===== src/hw/rtl/rec_pkg.sv =====
// Shared types, constants and helpers for the reference-counted entry cache.
`timescale 1ns / 1ps
package rec_pkg;

    localparam int REF_W    = 16;
    localparam int SLOT_O_W = 5;
    localparam int NUM_I_W  = 16;
    localparam int LIMIT_W  = 17;

    localparam logic [REF_W-1:0] REFS_MAX = {REF_W{1'b1}};

    typedef enum logic [1:0] {
        ACT_GET  = 2'd0,
        ACT_DUP  = 2'd1,
        ACT_PUT  = 2'd2,
        ACT_MARK = 2'd3
    } action_t;

    typedef enum logic [1:0] {
        ST_OK    = 2'd0,
        ST_FULL  = 2'd1,
        ST_NOREF = 2'd2,
        ST_RANGE = 2'd3
    } status_t;

    // Broadcast command seen by every cell during the look-up cycle
    typedef struct packed {
        logic get_en;
        logic dup;
        logic put;
        logic mark;
        logic unlinked;
        logic any_hit;
    } cmd_t;

    // Flags and count rippled from cell to cell
    typedef struct packed {
        logic             hit;
        logic             free;
        logic             live;
        logic             claimed;
        logic             deleted;
        logic [REF_W-1:0] count;
    } chain_t;

    function automatic logic [REF_W-1:0] bump(input logic [REF_W-1:0] c);
        bump = (c == REFS_MAX) ? c : c + REF_W'(1);
    endfunction

endpackage


===== src/hw/rtl/rec_cell.sv =====
// One table slot: object number, reference count and loaded flag, with chain links.
`timescale 1ns / 1ps
module rec_cell #(
    parameter int NUMBER_BITS = 16,
    parameter int SLOT_W      = 5,
    parameter int IDX_W       = 5,
    parameter int INDEX       = 0
) (
    input  logic                      clk,
    input  logic                      rst_n,
    input  logic                      en,
    input  rec_pkg::cmd_t             cmd,
    input  logic [NUMBER_BITS-1:0]    num,
    input  logic [IDX_W-1:0]          idx,
    input  rec_pkg::chain_t           chain_in,
    input  logic [SLOT_W-1:0]         slot_in,
    output rec_pkg::chain_t           chain_out,
    output logic [SLOT_W-1:0]         slot_out
);

    logic [NUMBER_BITS-1:0]       number_reg;
    logic [NUMBER_BITS-1:0]       number_next;
    logic [rec_pkg::REF_W-1:0]    refs_reg;
    logic [rec_pkg::REF_W-1:0]    refs_next;
    logic                         loaded_reg;
    logic                         loaded_next;

    logic live;
    logic my_hit;
    logic sel_hit;
    logic sel_claim;
    logic sel_idx;
    logic del;
    logic [rec_pkg::REF_W-1:0] count;

    assign live      = (refs_reg != '0);
    assign my_hit    = cmd.get_en && live && (number_reg == num);
    assign sel_hit   = my_hit && !chain_in.hit;
    assign sel_claim = cmd.get_en && !cmd.any_hit && !live && !chain_in.free;
    assign sel_idx   = (idx == IDX_W'(INDEX)) && live;

    always_comb
    begin
        number_next = number_reg;
        refs_next   = refs_reg;
        loaded_next = loaded_reg;
        del         = 1'b0;
        count       = '0;
        if (sel_hit)
        begin
            refs_next = rec_pkg::bump(refs_reg);
            count     = refs_next;
        end
        else if (sel_claim)
        begin
            number_next = num;
            refs_next   = rec_pkg::REF_W'(1);
            loaded_next = 1'b0;
            count       = refs_next;
        end
        else if (sel_idx && cmd.dup)
        begin
            refs_next = rec_pkg::bump(refs_reg);
            count     = refs_next;
        end
        else if (sel_idx && cmd.put)
        begin
            // last reference of a loaded, unlinked object: free and flag delete
            del       = (refs_reg == rec_pkg::REF_W'(1)) && loaded_reg && cmd.unlinked;
            refs_next = refs_reg - rec_pkg::REF_W'(1);
            if (refs_next == '0)
            begin
                loaded_next = 1'b0;
                number_next = '1;
            end
            count = refs_next;
        end
        else if (sel_idx && cmd.mark)
        begin
            loaded_next = 1'b1;
            count       = refs_reg;
        end
    end

    always_comb
    begin
        chain_out.hit     = chain_in.hit || my_hit;
        chain_out.free    = chain_in.free || !live;
        chain_out.live    = chain_in.live || sel_idx;
        chain_out.claimed = chain_in.claimed || sel_claim;
        chain_out.deleted = chain_in.deleted || del;
        chain_out.count   = chain_in.count | count;
        slot_out          = slot_in | ((sel_hit || sel_claim) ? SLOT_W'(INDEX) : '0);
    end

    always_ff @(posedge clk or negedge rst_n)
    begin
        if (!rst_n)
        begin
            refs_reg   <= '0;
            loaded_reg <= 1'b0;
        end
        else if (en)
        begin
            refs_reg   <= refs_next;
            loaded_reg <= loaded_next;
        end
    end

    always_ff @(posedge clk)
    begin
        if (en)
        begin
            number_reg <= number_next;
        end
    end

endmodule


===== config.mk =====
export PLATFORM = sky130hd
export DESIGN_NAME = rec_cell
export DESIGN_NICKNAME = d
export VERILOG_FILES = /design/src/hw/rtl/rec_pkg.sv /design/src/hw/rtl/rec_cell.sv
export SDC_FILE = /design/constraint.sdc
export NUM_CORES = 1
export LEC_CHECK = 0
export BUFFER_PORTS_ARGS = -buffer_cell sky130_fd_sc_hd__buf_2
export CAP_MARGIN = 5
export CORE_MARGIN = 4
export CORE_UTILIZATION = 50
export DETAILED_ROUTE_END_ITERATION = 12
export GPL_ROUTABILITY_DRIVEN = 0
export PLACE_DENSITY = 0.72
export SLEW_MARGIN = 0
export SYNTH_ARGS = -nofsm -noshare
export SYNTH_HDL_FRONTEND = slang
export SYNTH_SLANG_ARGS = --single-unit

===== constraint.sdc =====
create_clock -name clk -period 10.8 [get_ports clk]
set_input_delay 0.54 -clock clk [delete_from_list [all_inputs] [get_ports clk]]
set_output_delay 0.54 -clock clk [all_outputs]
set_load 0.03 [all_outputs]

==> out/qor.txt <==
Mux cell area share after synthesis = 2.836%
1st-iter DRT viols = 472
Post-DRT Antenna Nets = 0
Cell area after placement = 3696 sq um
Main combinational cell family by area after synthesis = simple AND/OR/NAND/NOR gates
RSZ-0062 raised after global routing = no
Post CTS Setup Buffer Count = 0
Clk sink count = 33
DRC viols = 0
Setup WS pre-CTS = 6.527 ns
Total Power = 0.4219 mW
Worst rel slew slack = 46.21%
Cell area after synthesis = 3441 sq um
EDFF count, synth = 16
Crit path time final = 4.749 ns
R2r startpoint = refs_reg[0]
Resize count post-CTS = 0
Max FO, Critical Path = 16
Slew Viols, Final = 0
Antenna violations before repair = 0
Max VDD drop = 0.07415 mV
Worst slew pin tran = 0.7957 ns
Max-cap violations = 0
Global-route wire length before repair = 16560 um
Synthesized flop and latch total = 33
Layout Nets = 518
Cell mode on critical path = nand2_1
Type of destination of the critical path = primary output
Starting Density = 52.68%
Clock root cell = clkbuf_8
Netlist cell types = 76
Adder-cell area share of the yosys netlist = 1.455%
Startpoint types = flop
Final Hold Vio Count = 0
CTS Hold Bufs = 0
Fin crit share = 43.97%
Largest net degree at the start of global routing = 25
Run status = complete, no violations
Height of the die = 90.96 um
Fillers = 622
CTS tree = done
Clock Skews = 0.01165 ns
Vias in the first global route = 3346
YS warnings = 0
Fmax achieved = 210.6 MHz
Drt wl/cell = 19.45 um
Worst EP required = 10.26 ns
Layout cell share with drive strength beyond 1 = 22.88%
Syn Nets = 477
Setup CP Type = reg2out
HPWL after DPL = 7378 um
Setup Total Neg Slack = 0 ns
Post-Syn Area per Cell = 8.251 sq um
Routed vias = 3595
Vias per cell = 6.707
Crit path arrival time = 4.21 ns
GR Overflow Total = 0
Area Growth Syn to Fin = 10.62%
Fin area = 3806 sq um
Slowest CP cell = nand2_1
GRT Total Usage = 24.54%
FFs w/ async S/R, synth = 51.52%
Std cell rows = 29
Final Util = 58.28%
Worst min-delay path category = in2async
Die area = 8273 sq um
Worst-Skew Late Latency = 0.30 ns
Pwr per Cell Area = 110.9 nW/um^2
Crit-path max cell delay = 0.55 ns
Die X = 90.96 um
Clk slew on worst S/H paths = 0.08 ns
Post-synthesis cell count = 417
Leak = 1.536 nW
Top_reg_cell synth = dfrtp_1
Final setup margin = 6.051 ns
Synth Area in Simple Gates = 31.35%
CTS HTree Levels = 2
Xor/xnor share of the synthesized area = 7.636%
Final setup vio count = 0
Compound-Gate Fraction of Synth Area = 23.02%
Cell Chain, Critical Path = inv_1 -> ha_1 -> nor3b_4 -> nand4_2 -> and4_1 -> nand2_1 -> nand2_1 -> a311oi_1 -> o21ai_0 -> buf_2
Total wire length = 10430 um
TritonCTS buffer count = 5
Core region area = 6531 sq um
Register area share after synthesis = 26.33%
Drt pass-1 iters = 6
Ports = 82
Clk buf depth = 2
Port bufs = 71
Critical Path Source = refs_reg[0]
Antenna Cells = 0
[cells in the final DEF, fill, tap and decap left out, types with 3 or more instances in the layout]
cell | Yosys | layout
nand2_1 | 32 | 32
nand2b_1 | 19 | 19
a21oi_1 | 18 | 18
o22ai_1 | 5 | 5
xor2_1 | 10 | 10
inv_1 | 8 | 8
a221o_1 | 5 | 5
o21ai_0 | 23 | 23
nand4_1 | 11 | 11
dfrtp_1 | 17 | 17
ha_1 | 4 | 4
clkbuf_8 | 0 | 5
and3_1 | 5 | 5
a311oi_1 | 4 | 4
a31oi_1 | 6 | 6
buf_2 | 11 | 71
a22o_1 | 4 | 4
xnor2_1 | 20 | 20
or3_1 | 7 | 7
nor2b_1 | 6 | 6
edfxtp_1 | 16 | 16
nand3_1 | 22 | 22
a211o_1 | 3 | 3
or4_1 | 3 | 3
nor3_1 | 10 | 10
o31ai_1 | 6 | 6
a21o_1 | 9 | 9
mux2i_1 | 6 | 6
nand4b_1 | 5 | 5
nor4_1 | 7 | 7
buf_4 | 6 | 3
or2b_1 | 3 | 3
nor2_1 | 31 | 31
nand3b_1 | 3 | 3
[cells by family (layout without fill, tap and decap cells)]
family | count (synthesis) | in the layout
simple gates | 184 | 184
compound gates | 109 | 109
buf+inv | 48 | 90
flops | 33 | 33
xor+xnor | 30 | 30
mux | 9 | 9
fa+ha+maj | 4 | 4
[where the power goes]
part           leakage [nW]  switching, mW  internal, mW
clock network        0.0518         0.0519        0.0680
registers             0.388         0.0313         0.139
logic                  1.10         0.0728        0.0588
[path summary, 6_finish.rpt]
kind | to | slack [ns] | cells after the start
max reg2reg | number_reg[9] | 6.68 | 9
min in group clk | number_reg[12] | 0.53 | 2
max in group asynchronous | refs_reg[10] | 10.28 | 1
max | chain_out[1] | 6.05 | 10
min reg2reg | loaded_reg | 0.54 | 2
min | refs_reg[7] | 0.19 | 1
[cells in the mapped netlist, types with 8 or more instances]
library cell	instances	area, sq um
inv_1	8	30.03
edfxtp_1	16	480.5
o21ai_0	23	115.1
xnor2_1	20	175.2
nand2b_1	19	118.9
a21o_1	9	67.56
nand4_1	11	68.82
nand3_1	22	110.1
a21oi_1	18	90.09
nand2_1	32	120.1
dfrtp_1	17	425.4
nor3_1	10	50.05
xor2_1	10	87.58
nor2_1	31	116.4
clkbuf_1	17	63.81
buf_2	11	55.05
[per-stage QoR]
step	cells	hold WS, ns
after floorplan	417	0.2444
after global placement	528	0.4974
after detailed placement	528	0.4971
after CTS	536	0.1911
after global routing	536	0.2173
final	536	0.1864
[area by class of cell]
class / count / area, sq um / area share [%]
multi-input combinational: 336 / 2286 / 60.06
sequential: 33 / 905.9 / 23.80
timing repair buffer: 74 / 377.9 / 9.928
tap: 77 / 96.34 / 2.531
clock buffer: 5 / 68.82 / 1.808
clock inverter: 3 / 41.29 / 1.085
inverter: 8 / 30.03 / 0.7890
[worst max-delay path, delay by kind of cell, from the launching register on]
family / cells / cell delay, ns
flops: 1 / 0.54
fa+ha+maj: 1 / 0.27
buf+inv: 2 / 0.35
simple gates: 5 / 2.23
compound gates: 2 / 0.51
[metal layers]
layer	track usage [%]	vias up	routed length (um)
met5	0	-	0
met4	10.55	0	433
met3	5.207	58	1138
met2	39.61	275	4683
met1	31.82	1634	4172
li1	-	1628	-
(Power assumes the default switching activity.)
